==> config.mk <==
export PLATFORM = sky130hd
export DESIGN_NAME = interval_text_to_seconds_core
export DESIGN_NICKNAME = d
export VERILOG_FILES = /design/src/rtl/itts_pkg.sv /design/src/rtl/itts_front.sv /design/src/rtl/itts_queue.sv /design/src/rtl/itts_parse.sv /design/src/rtl/itts_arith.sv /design/src/rtl/interval_text_to_seconds_core.sv
export SDC_FILE = /design/constraint.sdc
export NUM_CORES = 2
export LEC_CHECK = 0
export ABC_AREA = 1
export BUFFER_PORTS_ARGS = -buffer_cell sky130_fd_sc_hd__buf_2
export CORE_ASPECT_RATIO = 1.5
export CORE_MARGIN = 2
export CORE_UTILIZATION = 35
export CTS_CLUSTER_DIAMETER = 150
export DETAILED_ROUTE_END_ITERATION = 6
export PLACE_DENSITY = 0.61
export SLEW_MARGIN = 20
export SYNTH_ARGS = -nofsm -noshare
export SYNTH_HDL_FRONTEND = slang
export SYNTH_HIERARCHICAL = 1
export SYNTH_SLANG_ARGS = --single-unit
==> constraint.sdc <==
create_clock -name clk -period 10.2 [get_ports clk]
set_input_delay 1.02 -clock clk [delete_from_list [all_inputs] [get_ports clk]]
set_output_delay 1.02 -clock clk [all_outputs]
set_load 0.05 [all_outputs]
==> src/rtl/itts_pkg.sv <==
// Types, constants and helpers shared by the interval parser modules.
`default_nettype none

package itts_pkg;

	localparam int VALUE_W     = 64;
	localparam int OUT_W       = 64;
	localparam int MAX_LETTERS = 7;
	localparam int LCNT_W      = $clog2(MAX_LETTERS + 2);
	localparam int LIDX_W      = $clog2(MAX_LETTERS);
	localparam int HALF_W      = VALUE_W / 2;
	localparam int UNIT_W      = 25;
	localparam int QDEPTH      = 4;
	localparam int QPTR_W      = $clog2(QDEPTH);
	localparam int QCNT_W      = $clog2(QDEPTH + 1);
	localparam int HMS_W       = 17;

	localparam logic [UNIT_W-1:0] SEC_DAY    = UNIT_W'(86400);
	localparam logic [UNIT_W-1:0] SEC_MONTH  = UNIT_W'(30 * 86400);
	localparam logic [UNIT_W-1:0] SEC_YEAR   = UNIT_W'(365 * 86400 + 86400 / 4);
	localparam logic [UNIT_W-1:0] SEC_HOUR   = UNIT_W'(3600);
	localparam logic [UNIT_W-1:0] SEC_MINUTE = UNIT_W'(60);
	localparam logic [UNIT_W-1:0] SEC_SECOND = UNIT_W'(1);

	// magnitude limits for positive and negative values
	localparam logic [VALUE_W-1:0] LIM_POS = {1'b0, {(VALUE_W-1){1'b1}}};
	localparam logic [VALUE_W-1:0] LIM_NEG = {1'b1, {(VALUE_W-1){1'b0}}};

	// mag*10+d stays in range iff mag < Q, or mag == Q and d <= R
	localparam logic [VALUE_W-1:0] DQ_POS = LIM_POS / 10;
	localparam logic [3:0]         DR_POS = 4'(LIM_POS % 10);
	localparam logic [VALUE_W-1:0] DQ_NEG = LIM_NEG / 10;
	localparam logic [3:0]         DR_NEG = 4'(LIM_NEG % 10);

	localparam logic [VALUE_W-1:0] LQ_POS_YEAR   = LIM_POS / SEC_YEAR;
	localparam logic [VALUE_W-1:0] LQ_POS_MONTH  = LIM_POS / SEC_MONTH;
	localparam logic [VALUE_W-1:0] LQ_POS_DAY    = LIM_POS / SEC_DAY;
	localparam logic [VALUE_W-1:0] LQ_POS_HOUR   = LIM_POS / SEC_HOUR;
	localparam logic [VALUE_W-1:0] LQ_POS_MINUTE = LIM_POS / SEC_MINUTE;
	localparam logic [VALUE_W-1:0] LQ_NEG_YEAR   = LIM_NEG / SEC_YEAR;
	localparam logic [VALUE_W-1:0] LQ_NEG_MONTH  = LIM_NEG / SEC_MONTH;
	localparam logic [VALUE_W-1:0] LQ_NEG_DAY    = LIM_NEG / SEC_DAY;
	localparam logic [VALUE_W-1:0] LQ_NEG_HOUR   = LIM_NEG / SEC_HOUR;
	localparam logic [VALUE_W-1:0] LQ_NEG_MINUTE = LIM_NEG / SEC_MINUTE;

	localparam logic [2:0] U_YEAR   = 3'd0;
	localparam logic [2:0] U_MONTH  = 3'd1;
	localparam logic [2:0] U_DAY    = 3'd2;
	localparam logic [2:0] U_HOUR   = 3'd3;
	localparam logic [2:0] U_MINUTE = 3'd4;
	localparam logic [2:0] U_SECOND = 3'd5;

	localparam logic [2:0] E_NONE     = 3'd0;
	localparam logic [2:0] E_NUMBER   = 3'd1;
	localparam logic [2:0] E_HOUR     = 3'd2;
	localparam logic [2:0] E_MINUTE   = 3'd3;
	localparam logic [2:0] E_SECOND   = 3'd4;
	localparam logic [2:0] E_GARBAGE  = 3'd5;
	localparam logic [2:0] E_OVERFLOW = 3'd6;

	localparam logic [2:0] CL_SPACE  = 3'd0;
	localparam logic [2:0] CL_DIGIT  = 3'd1;
	localparam logic [2:0] CL_SIGN   = 3'd2;
	localparam logic [2:0] CL_LETTER = 3'd3;
	localparam logic [2:0] CL_COLON  = 3'd4;
	localparam logic [2:0] CL_NUL    = 3'd5;
	localparam logic [2:0] CL_OTHER  = 3'd6;

	typedef struct packed {
		logic [7:0] ch;
		logic       is_end;
	} in_item_t;

	typedef struct packed {
		logic signed [OUT_W-1:0] total_seconds;
		logic [2:0]              error_code;
	} res_item_t;

	typedef struct packed {
		logic       is_end;
		logic [2:0] cls;
		logic [7:0] ch;
	} qitem_t;

	typedef struct packed {
		logic               is_last;
		logic [2:0]         err;
		logic               term;
		logic               neg;
		logic [2:0]         unit_sel;
		logic [VALUE_W-1:0] mag;
	} term_op_t;

	function automatic logic [UNIT_W-1:0] unit_secs(input logic [2:0] sel);
		logic [UNIT_W-1:0] s;
		unique case (sel)
			U_YEAR:   s = SEC_YEAR;
			U_MONTH:  s = SEC_MONTH;
			U_DAY:    s = SEC_DAY;
			U_HOUR:   s = SEC_HOUR;
			U_MINUTE: s = SEC_MINUTE;
			default:  s = SEC_SECOND;
		endcase
		return s;
	endfunction

	// largest magnitude that may be scaled by the unit without overflow
	function automatic logic [VALUE_W-1:0] unit_limit(input logic neg, input logic [2:0] sel);
		logic [VALUE_W-1:0] l;
		unique case (sel)
			U_YEAR:   l = neg ? LQ_NEG_YEAR   : LQ_POS_YEAR;
			U_MONTH:  l = neg ? LQ_NEG_MONTH  : LQ_POS_MONTH;
			U_DAY:    l = neg ? LQ_NEG_DAY    : LQ_POS_DAY;
			U_HOUR:   l = neg ? LQ_NEG_HOUR   : LQ_POS_HOUR;
			U_MINUTE: l = neg ? LQ_NEG_MINUTE : LQ_POS_MINUTE;
			default:  l = neg ? LIM_NEG       : LIM_POS;
		endcase
		return l;
	endfunction

endpackage

`default_nettype wire

==> src/rtl/itts_front.sv <==
// Input side: takes text beats and tags each byte with its character class.
`default_nettype none

module itts_front (
	input  wire                 text_valid,
	output logic                text_ready,
	input  itts_pkg::in_item_t  text_data,
	input  wire                 q_full,
	output logic                q_push,
	output itts_pkg::qitem_t    q_item
);

	logic [7:0] c;

	assign c          = text_data.ch;
	assign text_ready = !q_full;
	assign q_push     = text_valid && !q_full;

	always_comb begin
		q_item.is_end = text_data.is_end;
		q_item.ch     = c;
		priority if (c == 8'h00)
			q_item.cls = itts_pkg::CL_NUL;
		else if (c == 8'h20 || (c >= 8'h09 && c <= 8'h0D))
			q_item.cls = itts_pkg::CL_SPACE;
		else if (c >= "0" && c <= "9")
			q_item.cls = itts_pkg::CL_DIGIT;
		else if (c == "+" || c == "-")
			q_item.cls = itts_pkg::CL_SIGN;
		else if ((c >= "a" && c <= "z") || (c >= "A" && c <= "Z"))
			q_item.cls = itts_pkg::CL_LETTER;
		else if (c == ":")
			q_item.cls = itts_pkg::CL_COLON;
		else
			q_item.cls = itts_pkg::CL_OTHER;
	end

endmodule

`default_nettype wire

==> src/rtl/itts_queue.sv <==
// Short FIFO of classified characters between the front end and the parser.
`default_nettype none

module itts_queue (
	input  wire                clk,
	input  wire                arst_n,
	input  wire                push,
	input  itts_pkg::qitem_t   push_item,
	output logic               full,
	input  wire                pop,
	output logic               not_empty,
	output itts_pkg::qitem_t   pop_item
);

	itts_pkg::qitem_t                mem_q [itts_pkg::QDEPTH];
	logic [itts_pkg::QPTR_W-1:0]     wr_q;
	logic [itts_pkg::QPTR_W-1:0]     rd_q;
	logic [itts_pkg::QCNT_W-1:0]     cnt_q;

	assign full      = (cnt_q == itts_pkg::QCNT_W'(itts_pkg::QDEPTH));
	assign not_empty = (cnt_q != '0);
	assign pop_item  = mem_q[rd_q];

	function automatic logic [itts_pkg::QPTR_W-1:0] ptr_inc(input logic [itts_pkg::QPTR_W-1:0] p);
		return (p == itts_pkg::QPTR_W'(itts_pkg::QDEPTH - 1)) ? '0 : p + 1'b1;
	endfunction

	always_ff @(posedge clk) begin
		if (push)
			mem_q[wr_q] <= push_item;
	end

	always_ff @(posedge clk or negedge arst_n) begin
		if (!arst_n) begin
			wr_q  <= '0;
			rd_q  <= '0;
			cnt_q <= '0;
		end else begin
			if (push)
				wr_q <= ptr_inc(wr_q);
			if (pop)
				rd_q <= ptr_inc(rd_q);
			unique case ({push, pop})
				2'b10:   cnt_q <= cnt_q + 1'b1;
				2'b01:   cnt_q <= cnt_q - 1'b1;
				default: cnt_q <= cnt_q;
			endcase
		end
	end

endmodule

`default_nettype wire

==> src/rtl/itts_parse.sv <==
// Parser stage: walks the text state machine and issues term and error ops.
`default_nettype none

module itts_parse (
	input  wire                  clk,
	input  wire                  arst_n,
	input  wire                  en,
	input  wire                  item_valid,
	input  itts_pkg::qitem_t     item,
	output logic                 pop,
	output logic                 op_valid_s1,
	output itts_pkg::term_op_t   op_s1
);

	localparam logic [3:0] P_START      = 4'd0;
	localparam logic [3:0] P_LEADWS     = 4'd1;
	localparam logic [3:0] P_SIGN       = 4'd2;
	localparam logic [3:0] P_NUM        = 4'd3;
	localparam logic [3:0] P_AFTER_NUM  = 4'd4;
	localparam logic [3:0] P_UNIT       = 4'd5;
	localparam logic [3:0] P_AFTER_TERM = 4'd6;
	localparam logic [3:0] P_MIN        = 4'd7;
	localparam logic [3:0] P_SEC        = 4'd8;
	localparam logic [3:0] P_TRAIL      = 4'd9;
	localparam logic [3:0] P_DONE       = 4'd10;

	localparam int VW = itts_pkg::VALUE_W;
	localparam int LW = itts_pkg::LCNT_W;

	logic [3:0]        phase_q, phase_d;
	logic [VW-1:0]     mag_q, mag_d;
	logic              neg_q, neg_d;
	logic [1:0]        cnt_q, cnt_d;
	logic [LW-1:0]     lcnt_q, lcnt_d;
	logic [6:0]        min_q, min_d;
	logic [6:0]        sec_q, sec_d;
	logic              failed_q;
	logic [7:0]        letters_q [itts_pkg::MAX_LETTERS];

	logic                         let_we;
	logic [itts_pkg::LIDX_W-1:0]  let_idx;
	logic [55:0]                  word;
	logic [3:0]                   umatch;
	logic [3:0]                   dig;
	logic                         dig_ovf;
	logic [VW-1:0]                mag_next;
	logic [6:0]                   min_new;
	logic [6:0]                   sec_new;
	logic [itts_pkg::HMS_W-1:0]   hms;
	logic                         do_sos;
	logic                         do_end;
	logic [3:0]                   ws_ph;
	itts_pkg::term_op_t           op_c;

	// {hit, unit} for the buffered unit word
	function automatic logic [3:0] match_unit(input logic [55:0] w, input logic [LW-1:0] n);
		logic [3:0] r;
		r = '0;
		priority if (n == LW'(1)) begin
			priority if (w[55:48] == "y")      r = {1'b1, itts_pkg::U_YEAR};
			else if (w[55:48] == "d")          r = {1'b1, itts_pkg::U_DAY};
			else if (w[55:48] == "m")          r = {1'b1, itts_pkg::U_MINUTE};
			else if (w[55:48] == "s")          r = {1'b1, itts_pkg::U_SECOND};
		end else if (n == LW'(3)) begin
			priority if (w[55:32] == "mon")    r = {1'b1, itts_pkg::U_MONTH};
			else if (w[55:32] == "day")        r = {1'b1, itts_pkg::U_DAY};
			else if (w[55:32] == "min")        r = {1'b1, itts_pkg::U_MINUTE};
			else if (w[55:32] == "sec")        r = {1'b1, itts_pkg::U_SECOND};
		end else if (n == LW'(4)) begin
			priority if (w[55:24] == "year")   r = {1'b1, itts_pkg::U_YEAR};
			else if (w[55:24] == "mons")       r = {1'b1, itts_pkg::U_MONTH};
			else if (w[55:24] == "days")       r = {1'b1, itts_pkg::U_DAY};
			else if (w[55:24] == "hour")       r = {1'b1, itts_pkg::U_HOUR};
		end else if (n == LW'(5)) begin
			priority if (w[55:16] == "years")  r = {1'b1, itts_pkg::U_YEAR};
			else if (w[55:16] == "month")      r = {1'b1, itts_pkg::U_MONTH};
			else if (w[55:16] == "hours")      r = {1'b1, itts_pkg::U_HOUR};
		end else if (n == LW'(6)) begin
			priority if (w[55:8] == "months")  r = {1'b1, itts_pkg::U_MONTH};
			else if (w[55:8] == "minute")      r = {1'b1, itts_pkg::U_MINUTE};
			else if (w[55:8] == "second")      r = {1'b1, itts_pkg::U_SECOND};
		end else if (n == LW'(7)) begin
			priority if (w == "minutes")       r = {1'b1, itts_pkg::U_MINUTE};
			else if (w == "seconds")           r = {1'b1, itts_pkg::U_SECOND};
		end
		return r;
	endfunction

	assign pop = item_valid && en;

	always_comb begin
		for (int i = 0; i < 7; i++)
			word[55 - 8*i -: 8] = letters_q[i];
	end

	assign umatch   = match_unit(word, lcnt_q);
	assign dig      = item.ch[3:0];
	assign dig_ovf  = neg_q ?
		(mag_q > itts_pkg::DQ_NEG || (mag_q == itts_pkg::DQ_NEG && dig > itts_pkg::DR_NEG)) :
		(mag_q > itts_pkg::DQ_POS || (mag_q == itts_pkg::DQ_POS && dig > itts_pkg::DR_POS));
	assign mag_next = (mag_q << 3) + (mag_q << 1) + VW'(dig);
	assign min_new  = (min_q << 3) + (min_q << 1) + 7'(dig);
	assign sec_new  = (sec_q << 3) + (sec_q << 1) + 7'(dig);
	// hours are at most 24 by the time the seconds complete
	assign hms      = itts_pkg::HMS_W'(mag_q[4:0]) * itts_pkg::HMS_W'(3600)
	                + itts_pkg::HMS_W'(min_q) * itts_pkg::HMS_W'(60)
	                + itts_pkg::HMS_W'(sec_new);

	always_comb begin
		phase_d = phase_q;
		mag_d   = mag_q;
		neg_d   = neg_q;
		cnt_d   = cnt_q;
		lcnt_d  = lcnt_q;
		min_d   = min_q;
		sec_d   = sec_q;
		let_we  = 1'b0;
		let_idx = lcnt_q[itts_pkg::LIDX_W-1:0];
		do_sos  = 1'b0;
		do_end  = 1'b0;
		ws_ph   = P_LEADWS;
		op_c    = '0;

		if (item.is_end) begin
			op_c.is_last = 1'b1;
			do_end = (phase_q != P_DONE) && !failed_q;
		end else if (!failed_q && phase_q != P_DONE) begin
			if (item.cls == itts_pkg::CL_NUL) begin
				do_end = 1'b1;
			end else begin
				unique case (phase_q)
					P_START, P_LEADWS: begin
						do_sos = 1'b1;
						ws_ph  = P_LEADWS;
					end
					P_AFTER_TERM: begin
						do_sos = 1'b1;
						ws_ph  = P_AFTER_TERM;
					end
					P_SIGN: begin
						if (item.cls == itts_pkg::CL_DIGIT) begin
							mag_d   = VW'(dig);
							phase_d = P_NUM;
						end else begin
							op_c.err = itts_pkg::E_NUMBER;
						end
					end
					P_NUM, P_AFTER_NUM: begin
						priority if (phase_q == P_NUM && item.cls == itts_pkg::CL_DIGIT) begin
							if (dig_ovf)
								op_c.err = itts_pkg::E_OVERFLOW;
							else
								mag_d = mag_next;
						end else if (phase_q == P_NUM && item.cls == itts_pkg::CL_COLON) begin
							if (mag_q > VW'(24))
								op_c.err = itts_pkg::E_HOUR;
							min_d   = '0;
							cnt_d   = '0;
							phase_d = P_MIN;
						end else if (item.cls == itts_pkg::CL_LETTER) begin
							let_we  = 1'b1;
							let_idx = '0;
							lcnt_d  = LW'(1);
							phase_d = P_UNIT;
						end else begin
							do_sos = 1'b1;
							ws_ph  = P_AFTER_NUM;
						end
					end
					P_UNIT: begin
						if (item.cls == itts_pkg::CL_LETTER) begin
							let_we = (lcnt_q < LW'(itts_pkg::MAX_LETTERS));
							if (lcnt_q <= LW'(itts_pkg::MAX_LETTERS))
								lcnt_d = lcnt_q + 1'b1;
						end else if (umatch[3]) begin
							op_c.term     = 1'b1;
							op_c.neg      = neg_q;
							op_c.mag      = mag_q;
							op_c.unit_sel = umatch[2:0];
							phase_d       = P_AFTER_TERM;
							do_sos        = 1'b1;
							ws_ph         = P_AFTER_TERM;
						end else begin
							op_c.err = itts_pkg::E_NUMBER;
						end
					end
					P_MIN: begin
						priority if (cnt_q < 2'd2 && item.cls == itts_pkg::CL_DIGIT) begin
							min_d = min_new;
							cnt_d = cnt_q + 1'b1;
						end else if (cnt_q == 2'd2 && item.cls == itts_pkg::CL_COLON
						             && min_q < 7'd60) begin
							sec_d   = '0;
							cnt_d   = '0;
							phase_d = P_SEC;
						end else begin
							op_c.err = itts_pkg::E_MINUTE;
						end
					end
					P_SEC: begin
						if (cnt_q < 2'd2) begin
							if (item.cls != itts_pkg::CL_DIGIT) begin
								op_c.err = itts_pkg::E_SECOND;
							end else begin
								sec_d = sec_new;
								cnt_d = cnt_q + 1'b1;
								if (cnt_q == 2'd1) begin
									if (sec_new >= 7'd60) begin
										op_c.err = itts_pkg::E_SECOND;
									end else begin
										op_c.term     = 1'b1;
										op_c.neg      = neg_q;
										op_c.mag      = VW'(hms);
										op_c.unit_sel = itts_pkg::U_SECOND;
									end
								end
							end
						end else begin
							priority if (item.cls == itts_pkg::CL_DIGIT)
								op_c.err = itts_pkg::E_SECOND;
							else if (item.cls == itts_pkg::CL_SPACE)
								phase_d = P_TRAIL;
							else
								op_c.err = itts_pkg::E_GARBAGE;
						end
					end
					P_TRAIL: begin
						if (item.cls != itts_pkg::CL_SPACE)
							op_c.err = itts_pkg::E_GARBAGE;
					end
					default: ;
				endcase
			end
		end

		// start a number or skip whitespace
		if (do_sos) begin
			unique case (item.cls)
				itts_pkg::CL_SPACE: phase_d = ws_ph;
				itts_pkg::CL_SIGN: begin
					neg_d   = (item.ch == "-");
					mag_d   = '0;
					phase_d = P_SIGN;
				end
				itts_pkg::CL_DIGIT: begin
					neg_d   = 1'b0;
					mag_d   = VW'(dig);
					phase_d = P_NUM;
				end
				default: op_c.err = itts_pkg::E_NUMBER;
			endcase
		end

		// end of text, by end beat or by a zero byte
		if (do_end) begin
			unique case (phase_q)
				P_UNIT: begin
					if (umatch[3]) begin
						op_c.term     = 1'b1;
						op_c.neg      = neg_q;
						op_c.mag      = mag_q;
						op_c.unit_sel = umatch[2:0];
					end else begin
						op_c.err = itts_pkg::E_NUMBER;
					end
				end
				P_LEADWS, P_SIGN: op_c.err = itts_pkg::E_NUMBER;
				P_MIN:            op_c.err = itts_pkg::E_MINUTE;
				P_SEC: begin
					if (cnt_q < 2'd2)
						op_c.err = itts_pkg::E_SECOND;
				end
				default: ;
			endcase
			phase_d = P_DONE;
		end
	end

	always_ff @(posedge clk) begin
		if (pop && let_we && !item.is_end)
			letters_q[let_idx] <= item.ch;
	end

	always_ff @(posedge clk or negedge arst_n) begin
		if (!arst_n) begin
			phase_q  <= P_START;
			mag_q    <= '0;
			neg_q    <= 1'b0;
			cnt_q    <= '0;
			lcnt_q   <= '0;
			min_q    <= '0;
			sec_q    <= '0;
			failed_q <= 1'b0;
		end else if (pop) begin
			if (item.is_end) begin
				phase_q  <= P_START;
				mag_q    <= '0;
				neg_q    <= 1'b0;
				cnt_q    <= '0;
				lcnt_q   <= '0;
				min_q    <= '0;
				sec_q    <= '0;
				failed_q <= 1'b0;
			end else begin
				phase_q  <= phase_d;
				mag_q    <= mag_d;
				neg_q    <= neg_d;
				cnt_q    <= cnt_d;
				lcnt_q   <= lcnt_d;
				min_q    <= min_d;
				sec_q    <= sec_d;
				failed_q <= failed_q || (op_c.err != itts_pkg::E_NONE);
			end
		end
	end

	always_ff @(posedge clk or negedge arst_n) begin
		if (!arst_n)
			op_valid_s1 <= 1'b0;
		else if (en)
			op_valid_s1 <= pop;
	end

	always_ff @(posedge clk) begin
		if (pop)
			op_s1 <= op_c;
	end

endmodule

`default_nettype wire

==> src/rtl/itts_arith.sv <==
// Back end: scales terms by their unit, accumulates with overflow check, holds the result.
`default_nettype none

module itts_arith (
	input  wire                  clk,
	input  wire                  arst_n,
	input  wire                  op_valid_s1,
	input  itts_pkg::term_op_t   op_s1,
	output logic                 en,
	output logic                 result_valid,
	input  wire                  result_ready,
	output itts_pkg::res_item_t  result_data
);

	localparam int VW     = itts_pkg::VALUE_W;
	localparam int HW     = itts_pkg::HALF_W;
	localparam int UW     = itts_pkg::UNIT_W;
	localparam int PLO_W  = HW + UW;
	localparam int PHI_W  = VW - HW + UW;

	logic [UW-1:0]             usecs;

	logic                      valid_s2, last_s2, term_s2, neg_s2, rovf_s2;
	logic [2:0]                err_s2;
	logic [PLO_W-1:0]          plo_s2;
	logic [PHI_W-1:0]          phi_s2;

	logic                      valid_s3, last_s3, term_s3, neg_s3, rovf_s3;
	logic [2:0]                err_s3;
	logic [VW-1:0]             prod_s3;

	logic signed [VW-1:0]      total_q, total_n;
	logic [2:0]                err_q, err_n;
	logic [VW+1:0]             acc_a, acc_b, acc_sum;
	logic                      acc_ovf;

	assign en = !(result_valid && !result_ready && valid_s3 && last_s3);

	assign usecs = itts_pkg::unit_secs(op_s1.unit_sel);

	// multiply in two halves, combined in the next stage
	always_ff @(posedge clk) begin
		if (en) begin
			last_s2 <= op_s1.is_last;
			term_s2 <= op_s1.term;
			neg_s2  <= op_s1.neg;
			err_s2  <= op_s1.err;
			rovf_s2 <= op_s1.mag > itts_pkg::unit_limit(op_s1.neg, op_s1.unit_sel);
			plo_s2  <= PLO_W'(op_s1.mag[HW-1:0]) * PLO_W'(usecs);
			phi_s2  <= PHI_W'(op_s1.mag[VW-1:HW]) * PHI_W'(usecs);
		end
	end

	always_ff @(posedge clk) begin
		if (en) begin
			last_s3 <= last_s2;
			term_s3 <= term_s2;
			neg_s3  <= neg_s2;
			err_s3  <= err_s2;
			rovf_s3 <= rovf_s2;
			prod_s3 <= VW'(plo_s2) + VW'({phi_s2, {HW{1'b0}}});
		end
	end

	always_ff @(posedge clk or negedge arst_n) begin
		if (!arst_n) begin
			valid_s2 <= 1'b0;
			valid_s3 <= 1'b0;
		end else if (en) begin
			valid_s2 <= op_valid_s1;
			valid_s3 <= valid_s2;
		end
	end

	assign acc_a   = {{2{total_q[VW-1]}}, total_q};
	assign acc_b   = {2'b00, prod_s3};
	assign acc_sum = neg_s3 ? acc_a - acc_b : acc_a + acc_b;
	assign acc_ovf = !(acc_sum[VW+1:VW-1] == 3'b000 || acc_sum[VW+1:VW-1] == 3'b111);

	// a term is applied before the error of the same beat; first error sticks
	always_comb begin
		total_n = total_q;
		err_n   = err_q;
		if (err_q == itts_pkg::E_NONE) begin
			if (term_s3) begin
				if (rovf_s3 || acc_ovf)
					err_n = itts_pkg::E_OVERFLOW;
				else
					total_n = acc_sum[VW-1:0];
			end
			if (err_n == itts_pkg::E_NONE)
				err_n = err_s3;
		end
	end

	always_ff @(posedge clk or negedge arst_n) begin
		if (!arst_n) begin
			total_q      <= '0;
			err_q        <= itts_pkg::E_NONE;
			result_valid <= 1'b0;
		end else begin
			if (en && valid_s3) begin
				if (last_s3) begin
					total_q <= '0;
					err_q   <= itts_pkg::E_NONE;
				end else begin
					total_q <= total_n;
					err_q   <= err_n;
				end
			end
			if (en && valid_s3 && last_s3)
				result_valid <= 1'b1;
			else if (result_ready)
				result_valid <= 1'b0;
		end
	end

	always_ff @(posedge clk) begin
		if (en && valid_s3 && last_s3) begin
			result_data.total_seconds <= (err_n != itts_pkg::E_NONE) ? '0 :
				itts_pkg::OUT_W'(total_n);
			result_data.error_code    <= err_n;
		end
	end

endmodule

`default_nettype wire

==> src/rtl/interval_text_to_seconds_core.sv <==
// An end beat passes through the queue, the parser op register, term stages s2 and s3 and the result register.
// Throughput: one text beat per cycle while nothing stalls; the classify queue, the parser stage and the
//   two-stage term multiplier each take one beat a cycle.
// The 4-entry queue keeps taking beats, until it is full, while a result waits in the output register.
// Reset (arst_n low, asynchronous): queue empty, parser before a number, total and error
//   cleared, no result pending.
`default_nettype none

module interval_text_to_seconds_core (
	input  wire                  clk,
	input  wire                  arst_n,
	input  wire                  text_valid,
	output logic                 text_ready,
	input  itts_pkg::in_item_t   text_data,
	output logic                 result_valid,
	input  wire                  result_ready,
	output itts_pkg::res_item_t  result_data
);

	logic                q_full;
	logic                q_push;
	itts_pkg::qitem_t    q_in;
	logic                q_pop;
	logic                q_not_empty;
	itts_pkg::qitem_t    q_out;
	logic                en;
	logic                op_valid_s1;
	itts_pkg::term_op_t  op_s1;

	itts_front u_front (
		.text_valid (text_valid),
		.text_ready (text_ready),
		.text_data  (text_data),
		.q_full     (q_full),
		.q_push     (q_push),
		.q_item     (q_in)
	);

	itts_queue u_queue (
		.clk       (clk),
		.arst_n    (arst_n),
		.push      (q_push),
		.push_item (q_in),
		.full      (q_full),
		.pop       (q_pop),
		.not_empty (q_not_empty),
		.pop_item  (q_out)
	);

	itts_parse u_parse (
		.clk         (clk),
		.arst_n      (arst_n),
		.en          (en),
		.item_valid  (q_not_empty),
		.item        (q_out),
		.pop         (q_pop),
		.op_valid_s1 (op_valid_s1),
		.op_s1       (op_s1)
	);

	itts_arith u_arith (
		.clk          (clk),
		.arst_n       (arst_n),
		.op_valid_s1  (op_valid_s1),
		.op_s1        (op_s1),
		.en           (en),
		.result_valid (result_valid),
		.result_ready (result_ready),
		.result_data  (result_data)
	);

endmodule

`default_nettype wire

==> run_results.csv <==
group,metric,value,unit
clock_network,cts_buffer_depth,3,
clock_network,h-tree-depth,3,
floorplanning,fp.dieArea,227000,um2
clock_network,root_buffer,"clkbuf_16",
sta,period_needed,9.27,ns
drt,vias,63900,
sta,fmax,108,MHz
clock_network,clk_pin_slew_worst_paths,0.07,ns
worst_setup_path,required,10.65,ns
outcome,status,"finished, violations left",
synthesis,ys_ff_latch,578,
worst_setup_path,cp-start-kind,"register",
clock_network,cts_tree,"built",
floorplanning,placementRows,212,
worst_setup_path,reg2reg_to,"u_arith/plo_s2[53]$_DFFE_PN_",
synthesis,yosys.area.top_type_share,23.5,%
clock_network,postCtsSetupRepairBufs,0,
sta,hold_viol_final,0,
global_routing,antenna_found_initial,4,
synthesis,avgSynthCellArea,8.08,um2
worst_setup_path,r2r-start,"u_parse/op_s1[65]$_DFFE_PP_",
worst_setup_path,startpoint,"u_parse/op_s1[65]$_DFFE_PP_",
cells_and_area,final_cell_mix,"inv_1 (2117), nand2_1 (1674), nor2_1 (1165)",
sta,tightest_slew,1.09,ns
sta,rsz0062_at_grt,"false",
synthesis,synth-seq-area-share,21.1,%
worst_setup_path,crit_fanout,19,
cells_and_area,fill_cells,22800,
worst_setup_path,crit_arrival,9.72,ns
sta,setup_viol,0,
cells_and_area,num_antenna_cells,0,
cells_and_area,fin_nets,11400,
drt,dr.pass1.iters,7,
global_routing,grt_pass1_wl,406000,um
drt,post_drt_wl_per_cell,21.2,um
synthesis,synth-edff-count,411,
placement,portBuffers,81,
drt,route.detailed.drc,5,
sta,clock_skew,0.0503,ns
synthesis,syn_nets,11400,
synthesis,netlist_instances,9678,
worst_hold_path,min_path_type,"input port to async pin",
sta,timing.final.crit_share,90.9,%
worst_setup_path,crit_type,"register to register",
global_routing,grt.total_usage,23.6,%
synthesis,synth_warnings,6,
synthesis,async_flop_share,28.9,%
floorplanning,die_w,390,um
floorplanning,start_util,35.2,%
cells_and_area,final_common_cell,"inv_1",
cells_and_area,drive_above_1_share,5.02,%
floorplanning,coreArea,222000,um2
drt,drt_iter0_markers,3723,
clock_network,holdBufCountCts,0,
synthesis,ys_types,72,
drt,wl,268000,um
placement,dpl.hpwl,225000,um
drt,ant_nets,0,
synthesis,synth_ff_type,"edfxtp_1",
clock_network,cts_resized,0,
worst_setup_path,rr_worst_depth,27,
drt,vias_per_cell,5.07,
global_routing,grt_pass1_vias,68900,
worst_setup_path,crit_path_end,"u_arith/plo_s2[53]$_DFFE_PN_",
cells_and_area,area_growth,7.49,%
outcome,violations,"DRC",
synthesis,synth_largest_area_cell,"fa_1",
clock_network,cts_buffers,70,
floorplanning,io_pins,82,
sta,fin_setup_tns,0,ns
global_routing,grt-ovfl-total,0,
worst_setup_path,end_kind,"register",
sta,slew_violations,0,
worst_setup_path,r2r_slack,0.93,ns
placement,gp_congestion,0.996,
clock_network,clock_latency,0.73,ns
job,maxCapViolations,0,
synthesis,synthTopCellsByArea,"fa_1 (23%), edfxtp_1 (16%), ha_1 (13%), inv_1 (10%), nand2_1 (8.0%)",
floorplanning,die_height,583,um
synthesis,syn-cell-area,78200,um2
clock_network,cts_sinks,578,
sta,relSlewSlack,26.4,%
global_routing,grt_max_degree,100,
critical path, cell delays in order, from the launching register on:
cell and delay [ns]:
edfxtp_1 0.45, nor2_4 0.44, inv_2 0.12, nor2_4 0.44
inv_2 0.39, nand2_1 0.18, inv_1 0.45, nor2_1 0.32
fa_1 0.49, fa_1 0.53, inv_1 0.06, fa_1 0.49
fa_1 0.52, inv_1 0.06, fa_1 0.46, fa_1 0.54
inv_1 0.05, fa_1 0.53, inv_1 0.04, ha_1 0.43
nand4_1 0.21, nor3_1 0.36, nand2_1 0.09, o21ai_0 0.57
a21oi_1 0.22, nand3b_1 0.28, a21oi_1 0.21, xor2_1 0.09
flip-flops by register name, summed over array words and instances (netlist names), 4 cells and up:
register,cells
u_parse/op_s1,73
u_parse/sec_q,6
u_parse/mag_q,64
u_parse/min_q,7
u_arith/plo_s2,57
u_arith/total_q,64
u_arith/prod_s3,64
u_queue/mem_q,48
u_arith/phi_s2,32
u_parse/lcnt_q,4
u_parse/phase_q,4
u_arith/result_data,67
u_parse/letters_q,56
through the flow:
step	worst slack, ns	cell area [um2]	hold slack (ns)	instances	util [%]
global route	0.583	84100	0.256	12600	37.8
CTS	1.12	84000	0.228	12600	37.8
finish	0.928	84100	0.243	12600	37.8
global placement	1.19	81600	0.407	12500	36.7
floorplan	0.417	78200	0.400	9678	-
detailed placement	1.12	81600	0.405	12500	36.7
worst min path at each step:
stage,from,end,depth (start not counted)
2_1_floorplan,u_parse/op_s1[69]$_DFFE_PP_,u_arith/err_s2[0]$_DFFE_PN_,0
3_3_place_gp,u_arith/plo_s2[0]$_DFFE_PN_,u_arith/prod_s3[0]$_DFFE_PN_,0
3_5_place_dp,u_arith/plo_s2[15]$_DFFE_PN_,u_arith/prod_s3[15]$_DFFE_PN_,0
4_1_cts,arst_n,u_parse/mag_q[53]$_DFFE_PN0P_,1
5_1_grt,arst_n,u_parse/mag_q[53]$_DFFE_PN0P_,1
6_report,arst_n,u_parse/mag_q[53]$_DFFE_PN0P_,1
routing by layer:
layer / global-route usage, % / part of all wire, % / wire, um / vias up
met1: 23.4 / 34 / 91700 / 31200
met4: 17.4 / 8.8 / 23500 / 6
li1: - / - / - / 30200
met5: 0 / 0.013 / 35 / -
met3: 2.59 / 3.7 / 9960 / 743
met2: 45.0 / 53 / 142000 / 1805
logic make-up after synthesis:
| group | after synthesis | share of synthesized area, % |
|---|---|---|
| compound gates | 1149 | 8.18 |
| xor+xnor | 310 | 3.47 |
| fa+ha+maj | 1699 | 36.0 |
| buf+inv | 2406 | 11.9 |
| flops | 578 | 21.1 |
| simple gates | 3536 | 19.3 |
cells in the mapped netlist, drive strengths merged (3+ instances only):
| library cell | number |
|---|---|
| a211oi | 7 |
| a21boi | 11 |
| a21o | 19 |
| a21oi | 453 |
| a221oi | 3 |
| a22oi | 4 |
| a31oi | 37 |
| a32oi | 6 |
| and2 | 7 |
| and3 | 9 |
| buf | 98 |
| clkbuf | 134 |
| clkinv | 17 |
| dfrtp | 167 |
| edfxtp | 411 |
| fa | 916 |
| ha | 783 |
| inv | 2157 |
| nand2 | 1705 |
| nand3 | 252 |
| nand3b | 13 |
| nand4 | 127 |
| nor2 | 1225 |
| nor3 | 148 |
| nor4 | 32 |
| o2111ai | 10 |
| o211ai | 49 |
| o21a | 12 |
| o21ai | 439 |
| o21bai | 42 |
| o221ai | 6 |
| o22ai | 33 |
| o31ai | 10 |
| or2 | 12 |
| xnor2 | 95 |
| xor2 | 215 |
area by class of cell:
class / count / area [um2] / area share (%)
multi-input cells: 6694 / 52400 / 62.3
clock buffers: 90 / 1960 / 2.33
well taps: 2889 / 3610 / 4.30
repair buffers: 148 / 946 / 1.13
flip-flops and latches: 578 / 16500 / 19.7
inverters: 2174 / 8170 / 9.72
clock inverters: 39 / 443 / 0.527
Power is not shown: default switching activity piles up to over one toggle a cycle in this logic, so the estimate is an artifact.
